**src/sfdtd_pkg.sv**
```systemverilog
// Shared constants, microcode types and control store of the 1-D FDTD sweep unit.
package sfdtd_pkg;

  localparam int SAMPLE_WIDTH_DEF = 16;
  localparam int COEF_FRAC        = 14;
  localparam int POT_W            = 16;
  localparam int PHASE_W          = 18;
  localparam int CFG_IDX_W        = 2;
  localparam int CFG_DATA_W       = 16;

  localparam logic [CFG_IDX_W-1:0]  CFG_LAPLACE = 2'd0;
  localparam logic [CFG_IDX_W-1:0]  CFG_GAIN    = 2'd1;
  localparam logic [CFG_DATA_W-1:0] LAPLACE_RST = 16'd1638;
  localparam logic [CFG_DATA_W-1:0] GAIN_RST    = 16'd0;

  // points held: nothing, the sweep's first point, an inner point
  localparam logic [1:0] SEEN_EMPTY = 2'd0;
  localparam logic [1:0] SEEN_FIRST = 2'd1;
  localparam logic [1:0] SEEN_INNER = 2'd2;

  typedef enum logic [4:0] {
    ST_IDLE, ST_DISP, ST_PH_MUL, ST_PH_HI, ST_RA_LAPI, ST_ACC_NR, ST_WB_NR,
    ST_RA_LAPR, ST_PH_NR, ST_ACC_NI, ST_WB_NI, ST_RES_NEW, ST_RES_HELD,
    ST_SQ_RE, ST_SQ_IM, ST_SQ_SUM, ST_EMIT, ST_CHK_LAST, ST_HOLD_INNER,
    ST_RES_IN, ST_FIRST, ST_HOLD_FIRST
  } step_e;

  typedef enum logic [2:0] {A_GAIN, A_PHP, A_PHQ, A_RA, A_RR, A_RI} a_sel_e;
  typedef enum logic [2:0] {B_POT, B_HI, B_LAPI, B_LAPR, B_NR, B_RR, B_RI} b_sel_e;
  typedef enum logic [1:0] {ACC_NONE, ACC_LOAD, ACC_ADD, ACC_SUB} acc_op_e;
  typedef enum logic [1:0] {WB_NONE, WB_NR, WB_NI} wb_sel_e;
  typedef enum logic [1:0] {RES_NONE, RES_HELD, RES_NEW, RES_IN} res_sel_e;
  typedef enum logic [1:0] {SO_KEEP, SO_EMPTY, SO_FIRST, SO_INNER} seen_op_e;
  typedef enum logic [1:0] {WT_NONE, WT_IN, WT_OUT} wait_e;
  typedef enum logic [2:0] {
    JC_NEXT, JC_ALWAYS, JC_SEEN0, JC_SEEN1, JC_LAST, JC_RES_LAST
  } jcond_e;

  typedef struct packed {
    a_sel_e   a_sel;
    b_sel_e   b_sel;
    acc_op_e  acc_op;
    wb_sel_e  wb;
    res_sel_e res;
    seen_op_e seen_op;
    wait_e    wait_sel;
    logic     phase_ld;
    logic     hold;
    jcond_e   cond;
    step_e    target;
  } uword_t;

  // control store: one word per step
  function automatic uword_t ucode(input step_e pc);
    uword_t w;
    w = '0;
    unique case (pc)
      ST_IDLE:       w.wait_sel = WT_IN;
      ST_DISP:       begin w.cond = JC_SEEN0; w.target = ST_FIRST; end
      ST_PH_MUL:     begin
        w.a_sel = A_GAIN; w.b_sel = B_POT;
        w.cond = JC_SEEN1; w.target = ST_RES_HELD;
      end
      ST_PH_HI:      begin w.a_sel = A_PHP; w.b_sel = B_HI; w.phase_ld = 1'b1; end
      ST_RA_LAPI:    begin w.a_sel = A_RA; w.b_sel = B_LAPI; w.acc_op = ACC_LOAD; end
      ST_ACC_NR:     w.acc_op = ACC_SUB;
      ST_WB_NR:      w.wb = WB_NR;
      ST_RA_LAPR:    begin w.a_sel = A_RA; w.b_sel = B_LAPR; end
      ST_PH_NR:      begin w.a_sel = A_PHQ; w.b_sel = B_NR; w.acc_op = ACC_LOAD; end
      ST_ACC_NI:     w.acc_op = ACC_SUB;
      ST_WB_NI:      w.wb = WB_NI;
      ST_RES_NEW:    begin w.res = RES_NEW; w.cond = JC_ALWAYS; w.target = ST_SQ_RE; end
      ST_RES_HELD:   w.res = RES_HELD;
      ST_SQ_RE:      begin w.a_sel = A_RR; w.b_sel = B_RR; end
      ST_SQ_IM:      begin w.a_sel = A_RI; w.b_sel = B_RI; w.acc_op = ACC_LOAD; end
      ST_SQ_SUM:     w.acc_op = ACC_ADD;
      ST_EMIT:       begin
        w.wait_sel = WT_OUT; w.cond = JC_RES_LAST; w.target = ST_IDLE;
      end
      ST_CHK_LAST:   begin w.cond = JC_LAST; w.target = ST_RES_IN; end
      ST_HOLD_INNER: begin
        w.hold = 1'b1; w.seen_op = SO_INNER; w.cond = JC_ALWAYS; w.target = ST_IDLE;
      end
      ST_RES_IN:     begin
        w.res = RES_IN; w.seen_op = SO_EMPTY; w.cond = JC_ALWAYS; w.target = ST_SQ_RE;
      end
      ST_FIRST:      begin w.cond = JC_LAST; w.target = ST_RES_IN; end
      ST_HOLD_FIRST: begin
        w.hold = 1'b1; w.seen_op = SO_FIRST; w.cond = JC_ALWAYS; w.target = ST_IDLE;
      end
      default:       w.target = ST_IDLE;
    endcase
    return w;
  endfunction

endpackage

```
**src/sfdtd_if.sv**
```systemverilog
// Request channels of the FDTD sweep unit: grid points in, updated points out.
interface sfdtd_in_if #(
  parameter int SampleWidth = sfdtd_pkg::SAMPLE_WIDTH_DEF
);
  import sfdtd_pkg::*;

  logic                          valid;
  logic                          ready;
  logic signed [SampleWidth-1:0] in_real;
  logic signed [SampleWidth-1:0] in_imag;
  logic [POT_W-1:0]              in_potential;
  logic                          first_point;
  logic                          last_point;

  modport source (output valid, in_real, in_imag, in_potential, first_point, last_point,
                  input ready);
  modport sink   (input valid, in_real, in_imag, in_potential, first_point, last_point,
                  output ready);
endinterface

interface sfdtd_out_if #(
  parameter int SampleWidth = sfdtd_pkg::SAMPLE_WIDTH_DEF
);
  logic                          valid;
  logic                          ready;
  logic signed [SampleWidth-1:0] out_real;
  logic signed [SampleWidth-1:0] out_imag;
  logic [SampleWidth+1:0]        out_probability;
  logic                          out_last;

  modport source (output valid, out_real, out_imag, out_probability, out_last,
                  input ready);
  modport sink   (input valid, out_real, out_imag, out_probability, out_last,
                  output ready);
endinterface

```
**src/schrodinger_fdtd_sweep_1d_unit.sv**
```systemverilog
// One in-place sweep of a 1-D Schrodinger FDTD step, driven by a microcoded sequencer.
//
// Grid points enter one at a time; each result leaves one point later, once the
// right neighbour has arrived, and the last point of a longer sweep releases two results.
// End points pass through unchanged. All products go through a single registered
// signed multiplier stepped by a 22-word control store, so the rate is set by that
// multiplier and the in-place dependence on the freshly updated left neighbour:
// a new point is taken only in the idle step, after an inner point has run its seven
// products, accumulate, round and saturate, then the probability square sum, and
// stalls on the result side hold the sequencer. Results sit in an output register,
// so a taken result frees the sequencer at once. Configuration writes apply at the
// edge they are issued.
module schrodinger_fdtd_sweep_1d_unit #(
  parameter int SAMPLE_WIDTH = sfdtd_pkg::SAMPLE_WIDTH_DEF
) (
  input  logic                              clk_i,
  input  logic                              rst_ni,
  input  logic                              cfg_we_i,
  input  logic [sfdtd_pkg::CFG_IDX_W-1:0]   cfg_idx_i,
  input  logic [sfdtd_pkg::CFG_DATA_W-1:0]  cfg_wdata_i,
  sfdtd_in_if.sink                          in_req,
  sfdtd_out_if.source                       out_req
);
  import sfdtd_pkg::*;

  localparam int W    = SAMPLE_WIDTH;
  localparam int AW   = (W > PHASE_W + 1) ? W : PHASE_W + 1;
  localparam int BW   = (W + 3 > POT_W + 1) ? W + 3 : POT_W + 1;
  localparam int PW   = AW + BW;
  localparam int ACCW = PW + 1;
  localparam logic signed [ACCW-1:0] RndBias = ACCW'(1) << (COEF_FRAC - 1);
  localparam logic signed [W-1:0]    SatMax  = {1'b0, {(W-1){1'b1}}};
  localparam logic signed [W-1:0]    SatMin  = {1'b1, {(W-1){1'b0}}};

  // configuration
  logic [CFG_DATA_W-1:0] ra_q, gain_q;

  // sweep state
  logic signed [W-1:0] lnr_q, lni_q, hr_q, hi_q;
  logic [POT_W-1:0]    hp_q;
  logic [1:0]          seen_q;

  // datapath
  logic signed [W-1:0]    xr_q, xi_q, nr_q, ni_q, rr_q, ri_q;
  logic [POT_W-1:0]       xp_q;
  logic                   xlast_q, rl_q;
  logic [PHASE_W-1:0]     phase_q;
  logic signed [AW-1:0]   a_op;
  logic signed [BW-1:0]   b_op, lap_i, lap_r;
  logic signed [PW-1:0]   prod_q;
  logic signed [ACCW-1:0] acc_q, acc_d, acc_rnd;
  logic signed [ACCW:0]   wb_sum;
  logic signed [W-1:0]    wb_base, wb_val;

  // output register
  logic                   out_valid_q, out_last_q;
  logic signed [W-1:0]    out_real_q, out_imag_q;
  logic [W+1:0]           out_prob_q;

  // sequencer
  step_e  pc_q, pc_d;
  uword_t uw;
  logic   in_fire, out_free, adv, jump, emit_go;

  assign uw       = ucode(pc_q);
  assign in_fire  = in_req.valid && (pc_q == ST_IDLE);
  assign out_free = !out_valid_q || out_req.ready;
  assign emit_go  = adv && (uw.wait_sel == WT_OUT);

  always_comb begin
    case (uw.wait_sel)
      WT_IN:   adv = in_fire;
      WT_OUT:  adv = out_free;
      default: adv = 1'b1;
    endcase
  end

  always_comb begin
    case (uw.cond)
      JC_ALWAYS:   jump = 1'b1;
      JC_SEEN0:    jump = (seen_q == SEEN_EMPTY);
      JC_SEEN1:    jump = (seen_q == SEEN_FIRST);
      JC_LAST:     jump = xlast_q;
      JC_RES_LAST: jump = rl_q;
      default:     jump = 1'b0;
    endcase
  end

  // next step
  always_comb begin
    if (!adv) begin
      pc_d = pc_q;
    end else if (jump) begin
      pc_d = uw.target;
    end else begin
      pc_d = step_e'(pc_q + 5'd1);
    end
  end

  always_ff @(posedge clk_i or negedge rst_ni) begin
    if (!rst_ni) begin
      pc_q <= ST_IDLE;
    end else begin
      pc_q <= pc_d;
    end
  end

  // operand selection
  assign lap_i = BW'(lni_q) - (BW'(hi_q) <<< 1) + BW'(xi_q);
  assign lap_r = BW'(lnr_q) - (BW'(nr_q) <<< 1) + BW'(xr_q);

  always_comb begin
    case (uw.a_sel)
      A_GAIN:  a_op = AW'(gain_q);
      A_PHP:   a_op = AW'(prod_q[COEF_FRAC +: PHASE_W]);
      A_PHQ:   a_op = AW'(phase_q);
      A_RA:    a_op = AW'(ra_q);
      A_RR:    a_op = AW'(rr_q);
      A_RI:    a_op = AW'(ri_q);
      default: a_op = AW'(ra_q);
    endcase
  end

  always_comb begin
    case (uw.b_sel)
      B_POT:   b_op = BW'(hp_q);
      B_HI:    b_op = BW'(hi_q);
      B_LAPI:  b_op = lap_i;
      B_LAPR:  b_op = lap_r;
      B_NR:    b_op = BW'(nr_q);
      B_RR:    b_op = BW'(rr_q);
      B_RI:    b_op = BW'(ri_q);
      default: b_op = BW'(hi_q);
    endcase
  end

  always_ff @(posedge clk_i) begin
    prod_q <= a_op * b_op;
  end

  // accumulator
  always_comb begin
    case (uw.acc_op)
      ACC_LOAD: acc_d = ACCW'(prod_q);
      ACC_ADD:  acc_d = acc_q + ACCW'(prod_q);
      ACC_SUB:  acc_d = acc_q - ACCW'(prod_q);
      default:  acc_d = acc_q;
    endcase
  end

  // round to nearest (ties up), add to the old part, clamp
  always_comb begin
    wb_base = (uw.wb == WB_NI) ? hi_q : hr_q;
    acc_rnd = (acc_q + RndBias) >>> COEF_FRAC;
    wb_sum  = (ACCW+1)'(wb_base) + (ACCW+1)'(acc_rnd);
    if ((&wb_sum[ACCW:W-1]) || !(|wb_sum[ACCW:W-1])) begin
      wb_val = wb_sum[W-1:0];
    end else if (wb_sum[ACCW]) begin
      wb_val = SatMin;
    end else begin
      wb_val = SatMax;
    end
  end

  always_ff @(posedge clk_i) begin
    if (adv) begin
      acc_q <= acc_d;
      if (uw.phase_ld) phase_q <= prod_q[COEF_FRAC +: PHASE_W];
      if (uw.wb == WB_NR) nr_q <= wb_val;
      if (uw.wb == WB_NI) ni_q <= wb_val;
      case (uw.res)
        RES_HELD: begin rr_q <= hr_q; ri_q <= hi_q; rl_q <= 1'b0; end
        RES_NEW:  begin rr_q <= nr_q; ri_q <= ni_q; rl_q <= 1'b0; end
        RES_IN:   begin rr_q <= xr_q; ri_q <= xi_q; rl_q <= 1'b1; end
        default:  ;
      endcase
    end
    if (in_fire) begin
      xr_q    <= in_req.in_real;
      xi_q    <= in_req.in_imag;
      xp_q    <= in_req.in_potential;
      xlast_q <= in_req.last_point;
    end
  end

  // sweep state and configuration
  always_ff @(posedge clk_i or negedge rst_ni) begin
    if (!rst_ni) begin
      ra_q   <= LAPLACE_RST;
      gain_q <= GAIN_RST;
      lnr_q  <= '0;
      lni_q  <= '0;
      hr_q   <= '0;
      hi_q   <= '0;
      hp_q   <= '0;
      seen_q <= SEEN_EMPTY;
    end else begin
      if (cfg_we_i && (cfg_idx_i == CFG_LAPLACE)) ra_q <= cfg_wdata_i;
      if (cfg_we_i && (cfg_idx_i == CFG_GAIN)) gain_q <= cfg_wdata_i;
      if (adv && (uw.wb == WB_NI)) begin
        lnr_q <= nr_q;
        lni_q <= wb_val;
      end
      // the first point of a sweep becomes the left neighbour unchanged
      if (adv && (uw.res == RES_HELD)) begin
        lnr_q <= hr_q;
        lni_q <= hi_q;
      end
      if (adv && uw.hold) begin
        hr_q <= xr_q;
        hi_q <= xi_q;
        hp_q <= xp_q;
      end
      // a start mark drops whatever point is held
      if (in_fire && in_req.first_point) begin
        seen_q <= SEEN_EMPTY;
      end else if (adv) begin
        case (uw.seen_op)
          SO_EMPTY: seen_q <= SEEN_EMPTY;
          SO_FIRST: seen_q <= SEEN_FIRST;
          SO_INNER: seen_q <= SEEN_INNER;
          default:  ;
        endcase
      end
    end
  end

  // output register
  always_ff @(posedge clk_i or negedge rst_ni) begin
    if (!rst_ni) begin
      out_valid_q <= 1'b0;
    end else if (emit_go) begin
      out_valid_q <= 1'b1;
    end else if (out_req.ready) begin
      out_valid_q <= 1'b0;
    end
  end

  always_ff @(posedge clk_i) begin
    if (emit_go) begin
      out_real_q <= rr_q;
      out_imag_q <= ri_q;
      out_prob_q <= acc_q[W-2 +: W+2];
      out_last_q <= rl_q;
    end
  end

  assign in_req.ready            = (pc_q == ST_IDLE);
  assign out_req.valid           = out_valid_q;
  assign out_req.out_real        = out_real_q;
  assign out_req.out_imag        = out_imag_q;
  assign out_req.out_probability = out_prob_q;
  assign out_req.out_last        = out_last_q;

  a_seen_code: assert property (@(posedge clk_i) disable iff (!rst_ni)
    seen_q != 2'd3)
    else $error("held-point count out of range");

  a_accept_dispatch: assert property (@(posedge clk_i) disable iff (!rst_ni)
    in_fire |=> pc_q == ST_DISP)
    else $error("accepted request did not reach dispatch");

  a_update_inner: assert property (@(posedge clk_i) disable iff (!rst_ni)
    (pc_q == ST_WB_NR) |-> seen_q == SEEN_INNER)
    else $error("update without an inner point held");

  a_result_source: assert property (@(posedge clk_i) disable iff (!rst_ni)
    $rose(out_valid_q) |-> $past(pc_q == ST_EMIT))
    else $error("result loaded outside the emit step");

  a_last_done: assert property (@(posedge clk_i) disable iff (!rst_ni)
    (emit_go && rl_q) |=> pc_q == ST_IDLE)
    else $error("sequencer did not finish after the last result");

endmodule

```
**src/flat_wrapper.sv**
```systemverilog
// flat-port wrapper written by rule: the top's interface ports become plain ports
module schrodinger_fdtd_sweep_1d_unit_flat import sfdtd_pkg::*;
#(
  parameter int SAMPLE_WIDTH = sfdtd_pkg::SAMPLE_WIDTH_DEF
)
  (clk_i, rst_ni, cfg_we_i, cfg_idx_i, cfg_wdata_i, in_req_valid, in_req_in_real, in_req_in_imag, in_req_in_potential, in_req_first_point, in_req_last_point, in_req_ready, out_req_valid, out_req_out_real, out_req_out_imag, out_req_out_probability, out_req_out_last, out_req_ready);
  sfdtd_in_if #(.SampleWidth((SAMPLE_WIDTH_DEF))) in_req_i ();
  sfdtd_out_if #(.SampleWidth((SAMPLE_WIDTH_DEF))) out_req_i ();
  input  logic clk_i;
  input  logic rst_ni;
  input  logic cfg_we_i;
  input  logic [sfdtd_pkg::CFG_IDX_W-1:0] cfg_idx_i;
  input  logic [sfdtd_pkg::CFG_DATA_W-1:0] cfg_wdata_i;
  input wire logic [$bits(in_req_i.valid)-1:0] in_req_valid;
  input wire logic [$bits(in_req_i.in_real)-1:0] in_req_in_real;
  input wire logic [$bits(in_req_i.in_imag)-1:0] in_req_in_imag;
  input wire logic [$bits(in_req_i.in_potential)-1:0] in_req_in_potential;
  input wire logic [$bits(in_req_i.first_point)-1:0] in_req_first_point;
  input wire logic [$bits(in_req_i.last_point)-1:0] in_req_last_point;
  output wire logic [$bits(in_req_i.ready)-1:0] in_req_ready;
  output wire logic [$bits(out_req_i.valid)-1:0] out_req_valid;
  output wire logic [$bits(out_req_i.out_real)-1:0] out_req_out_real;
  output wire logic [$bits(out_req_i.out_imag)-1:0] out_req_out_imag;
  output wire logic [$bits(out_req_i.out_probability)-1:0] out_req_out_probability;
  output wire logic [$bits(out_req_i.out_last)-1:0] out_req_out_last;
  input wire logic [$bits(out_req_i.ready)-1:0] out_req_ready;
  assign in_req_i.valid = in_req_valid;
  assign in_req_i.in_real = in_req_in_real;
  assign in_req_i.in_imag = in_req_in_imag;
  assign in_req_i.in_potential = in_req_in_potential;
  assign in_req_i.first_point = in_req_first_point;
  assign in_req_i.last_point = in_req_last_point;
  assign in_req_ready = in_req_i.ready;
  assign out_req_valid = out_req_i.valid;
  assign out_req_out_real = out_req_i.out_real;
  assign out_req_out_imag = out_req_i.out_imag;
  assign out_req_out_probability = out_req_i.out_probability;
  assign out_req_out_last = out_req_i.out_last;
  assign out_req_i.ready = out_req_ready;
  schrodinger_fdtd_sweep_1d_unit #(.SAMPLE_WIDTH(SAMPLE_WIDTH)) u_core (.clk_i(clk_i), .rst_ni(rst_ni), .cfg_we_i(cfg_we_i), .cfg_idx_i(cfg_idx_i), .cfg_wdata_i(cfg_wdata_i), .in_req(in_req_i), .out_req(out_req_i));
endmodule
```
**config.mk**
```make
export PLATFORM = sky130hd
export DESIGN_NAME = schrodinger_fdtd_sweep_1d_unit_flat
export DESIGN_NICKNAME = d
export VERILOG_FILES = /design/src/sfdtd_pkg.sv /design/src/sfdtd_if.sv /design/src/schrodinger_fdtd_sweep_1d_unit.sv /design/src/flat_wrapper.sv
export SDC_FILE = /design/constraint.sdc
export NUM_CORES = 2
export LEC_CHECK = 0
export BUFFER_PORTS_ARGS = -buffer_cell sky130_fd_sc_hd__buf_4
export CAP_MARGIN = 5
export CORE_ASPECT_RATIO = 1.5
export CORE_MARGIN = 3
export CORE_UTILIZATION = 60
export CTS_CLUSTER_SIZE = 8
export DETAILED_ROUTE_END_ITERATION = 12
export GPL_TIMING_DRIVEN = 0
export HOLD_SLACK_MARGIN = 0.15
export PLACE_DENSITY = 0.77
export SKIP_LAST_GASP = 1
export SLEW_MARGIN = 15
export SYNTH_ARGS = -nofsm -noshare
export SYNTH_HDL_FRONTEND = slang
export SYNTH_SLANG_ARGS = --single-unit
```
**constraint.sdc**
```tcl
create_clock -name clk_i -period 11.6 [get_ports clk_i]
set_clock_uncertainty 0.1 [all_clocks]
set_input_delay 0.58 -clock clk_i [delete_from_list [all_inputs] [get_ports clk_i]]
set_output_delay 0.58 -clock clk_i [all_outputs]
set_load 0.005 [all_outputs]
```
==> out/metrics.cfg <==
[run_status]
status = finished, final reports clean

[grt]
grt_max_degree = 62
grt_util_all_layers = 0.4030
grt-ovfl-total = 0
antenna_found_initial = 3
grt_pass1_wl_um = 187300
grt_pass1_vias = 31810

[clock_tree]
cts_tree = built
cts_sinks = 380
cts_made_buffers = 53
clock_latency_ns = 0.66
root_buffer = clkbuf_16
cts_htree_levels = 2
clk_pin_slew_ns = 0.06
max-clock-path-buffers = 3
postCtsSetupBuffers = 0

[setup_path]
crit_slowest_cell = o21ai_1
timing.rr.start = u_core.pc_q[0]$_DFFE_PN0P_
crit_family = adder cells
critPathLaunch = u_core.pc_q[0]$_DFFE_PN0P_
critical_path_class = reg -> reg
cp.buffers_inverters = 6
worstPathRequired_ns = 12.00
critical-path-max-stage-delay_ns = 0.72
startpoint_type = register
crit_path_frequent_cell = fa_1
arrival_ns = 11.59
critPathMaxFanout = 10
crit_path_end_kind = register
r2r_slack_ns = 0.41

[timing]
worst_pin_slew_ns = 1.322
fin_crit_ns = 11.19
drv_slew = 0
fmax_ghz = 0.08933
hold_viol = 0
rsz0062_at_grt = false
post-route-period-util = 0.9650
timing.setup.tns_ns = 0
timing.slew.headroom = 0.1091
final-setup-viol-count = 0

[floorplan]
rows = 109
ios = 126
fp.dieH_um = 305.9
start_util = 0.6077
dieArea_um2 = 62990
core-area_um2 = 59190
fp.dieW_um = 205.9

[min_path]
hold_class = in -> reg
min_from = in_req_first_point

[logic_synthesis]
synth_edf_count = 222
synth_top_area_cell = fa_1
ys_warn_count = 0
ys_seq_area_frac = 0.2902
synth_ff_type = edfxtp_1
netlist_area_um2 = 35970
postSynthAreaPerCell_um2 = 9.660
synth_nets = 4422
netlist_top_cells_area = fa_1, edfxtp_1, dfrtp_1, ha_1, inv_1
ys_types = 80
synth_top_area_frac = 0.2243
synth_cells = 3724
ys_ff_latch = 380
async_reset_ff_frac = 0.3158

[placed_design]
io_buffers = 125
gp_congestion = 1.033
place.detailed.hpwl_um = 98030

[detailed_routing]
routed_wl_um = 126300
detailroute.via_count = 30680
ant_nets = 0
wl_per_cell_um = 26.31
via_per_inst = 6.391
drc = 0
firstDrtPassIters = 8
initialDrtViolationCount = 2934

[cells_and_area]
fill_cells = 4730
layout-drive-gt1-share = 0.08727
nets = 4676
area_growth_pct = 12.42

[run]
drv_cap = 0

[routing by layer]
metal,vias to the layer above,part of all wire,global-route usage
met1,15020,0.31,0.4297
li1,13100,-,-
met4,2,0.13,0.3826
met5,-,0.00010,0
met3,743,0.081,0.07031
met2,1809,0.48,0.6665
[layout make-up]
cell class | instances | area, um^2 | share of cell area
Antenna cell | 1 | 2.502 | 0.00006188
Buffer | 149 | 608.1 | 0.01504
Clock buffer | 96 | 1498 | 0.03703
Clock inverter | 3 | 80.08 | 0.001980
Inverter | 553 | 2078 | 0.05139
Multi-Input combinational cell | 2641 | 23030 | 0.5694
Sequential cell | 380 | 10440 | 0.2581
Tap cell | 777 | 972.2 | 0.02404
Timing Repair Buffer | 200 | 1738 | 0.04298
[registers in the layout, indices dropped and copies added (netlist names), 18 cells and up]
| name | flops |
|---|---|
| u_core.phase_q | 18 |
| u_core.out_req.out_probability | 18 |
| u_core.prod_q | 38 |
| u_core.acc_q | 39 |
[through the flow]
step	std cells	hold slack (ns)	worst slack (ns)	util	area [um^2]
global placement	4626	0.3249	-0.5605	0.6400	37880
CTS	4799	0.2408	0.1390	0.6816	40340
global route	4799	0.2867	0.02106	0.6832	40440
finish	4800	0.2707	0.4057	0.6832	40440
floorplan	3724	0.1844	2.392	-	35970
detailed placement	4633	0.3322	0.09234	0.6436	38090
[worst register-to-register path: cells and delay by family (launching register included)]
family                   cells  cell delay, ns
adder cells (fa/ha/maj)      9            4.28
flip-flops                   1            0.42
buffers and inverters        6            0.93
AND/OR/NAND/NOR              6            1.79
XOR/XNOR                     1            0.24
AO/OA/AOI/OAI                8            3.33
[repair_timing]
item / 4_1_cts / 5_1_grt
resized for setup: 1 / 29
hold endpoints to repair: 142 / 0
hold buffers: 67 / 0
endpoints found under the setup margin: 1 / 7
[path summary, 6_finish.rpt]
kind / to / depth (start not counted)
max: u_core.prod_q[35]$_DFF_P_ / 30
max in group asynchronous: u_core.ra_q[5]$_DFFE_PN1P_ / 3
max reg2reg: u_core.prod_q[35]$_DFF_P_ / 30
min in group asynchronous: u_core.seen_q[0]$_DFFE_PN0P_ / 2
min reg2reg: u_core.phase_q[16]$_DFFE_PP_ / 0
min: u_core.seen_q[0]$_DFFE_PN0P_ / 4
[cells in the final DEF, fill, tap and decap left out, types with 13 or more instances in the layout]
master and instances:
ha_1 222, dfxtp_1 38, edfxtp_1 222, a21o_1 52
nand3_1 75, and3_1 28, nand2_1 468, nor2b_1 30
a222oi_1 23, o21ai_0 135, nor2_1 209, clkbuf_16 53
a21oi_1 144, xor2_1 61, buf_4 126, a22oi_1 62
a211oi_1 27, nand4_1 25, o21a_1 35, or2_2 14
inv_1 552, xnor2_1 105, nand2b_1 36, clkbuf_1 156
a31oi_1 21, mux2i_1 13, a22o_1 16, and2_1 42
fa_1 403, or3_1 20, nor3_1 67, dfrtp_1 114
a311o_1 16, dlygate4sd3_1 67, o31ai_1 23, mux2_2 68
[cells in the mapped netlist, drive strengths merged (8+ instances only)]
library cell / n
a21bo: 11
nand4: 25
and2: 42
a311o: 16
mux2: 68
nor3b: 12
o211ai: 11
nor4: 10
a2111oi: 10
o21ai: 145
a221oi: 10
a311oi: 8
a22oi: 62
a31oi: 23
xor2: 61
nand3: 75
xnor2: 105
o21bai: 9
nand2b: 36
mux2i: 14
clkbuf: 125
or2: 14
nor2: 217
ha: 222
a21oi: 145
and3: 28
o2111ai: 9
buf: 25
a222oi: 23
nor3: 69
or3: 20
a21o: 52
edfxtp: 222
nor2b: 30
a211oi: 27
a211o: 10
fa: 403
o31ai: 23
a22o: 16
o21a: 35
dfxtp: 38
nand2: 468
inv: 553
dfrtp: 114
[kinds of logic (layout without fill, tap and decap cells)]
group | Yosys count | after routing | share of synthesized area
other cells | 0 | 1 | 0
flops | 380 | 380 | 0.2902
simple gates | 1069 | 1069 | 0.1354
buf+inv | 703 | 1001 | 0.07423
compound gates | 699 | 699 | 0.1331
mux | 82 | 82 | 0.02518
fa+ha+maj | 625 | 625 | 0.3015
xor+xnor | 166 | 166 | 0.04042
Power is not shown: default switching activity piles up to over one toggle a cycle in this logic, so the estimate is an artifact.
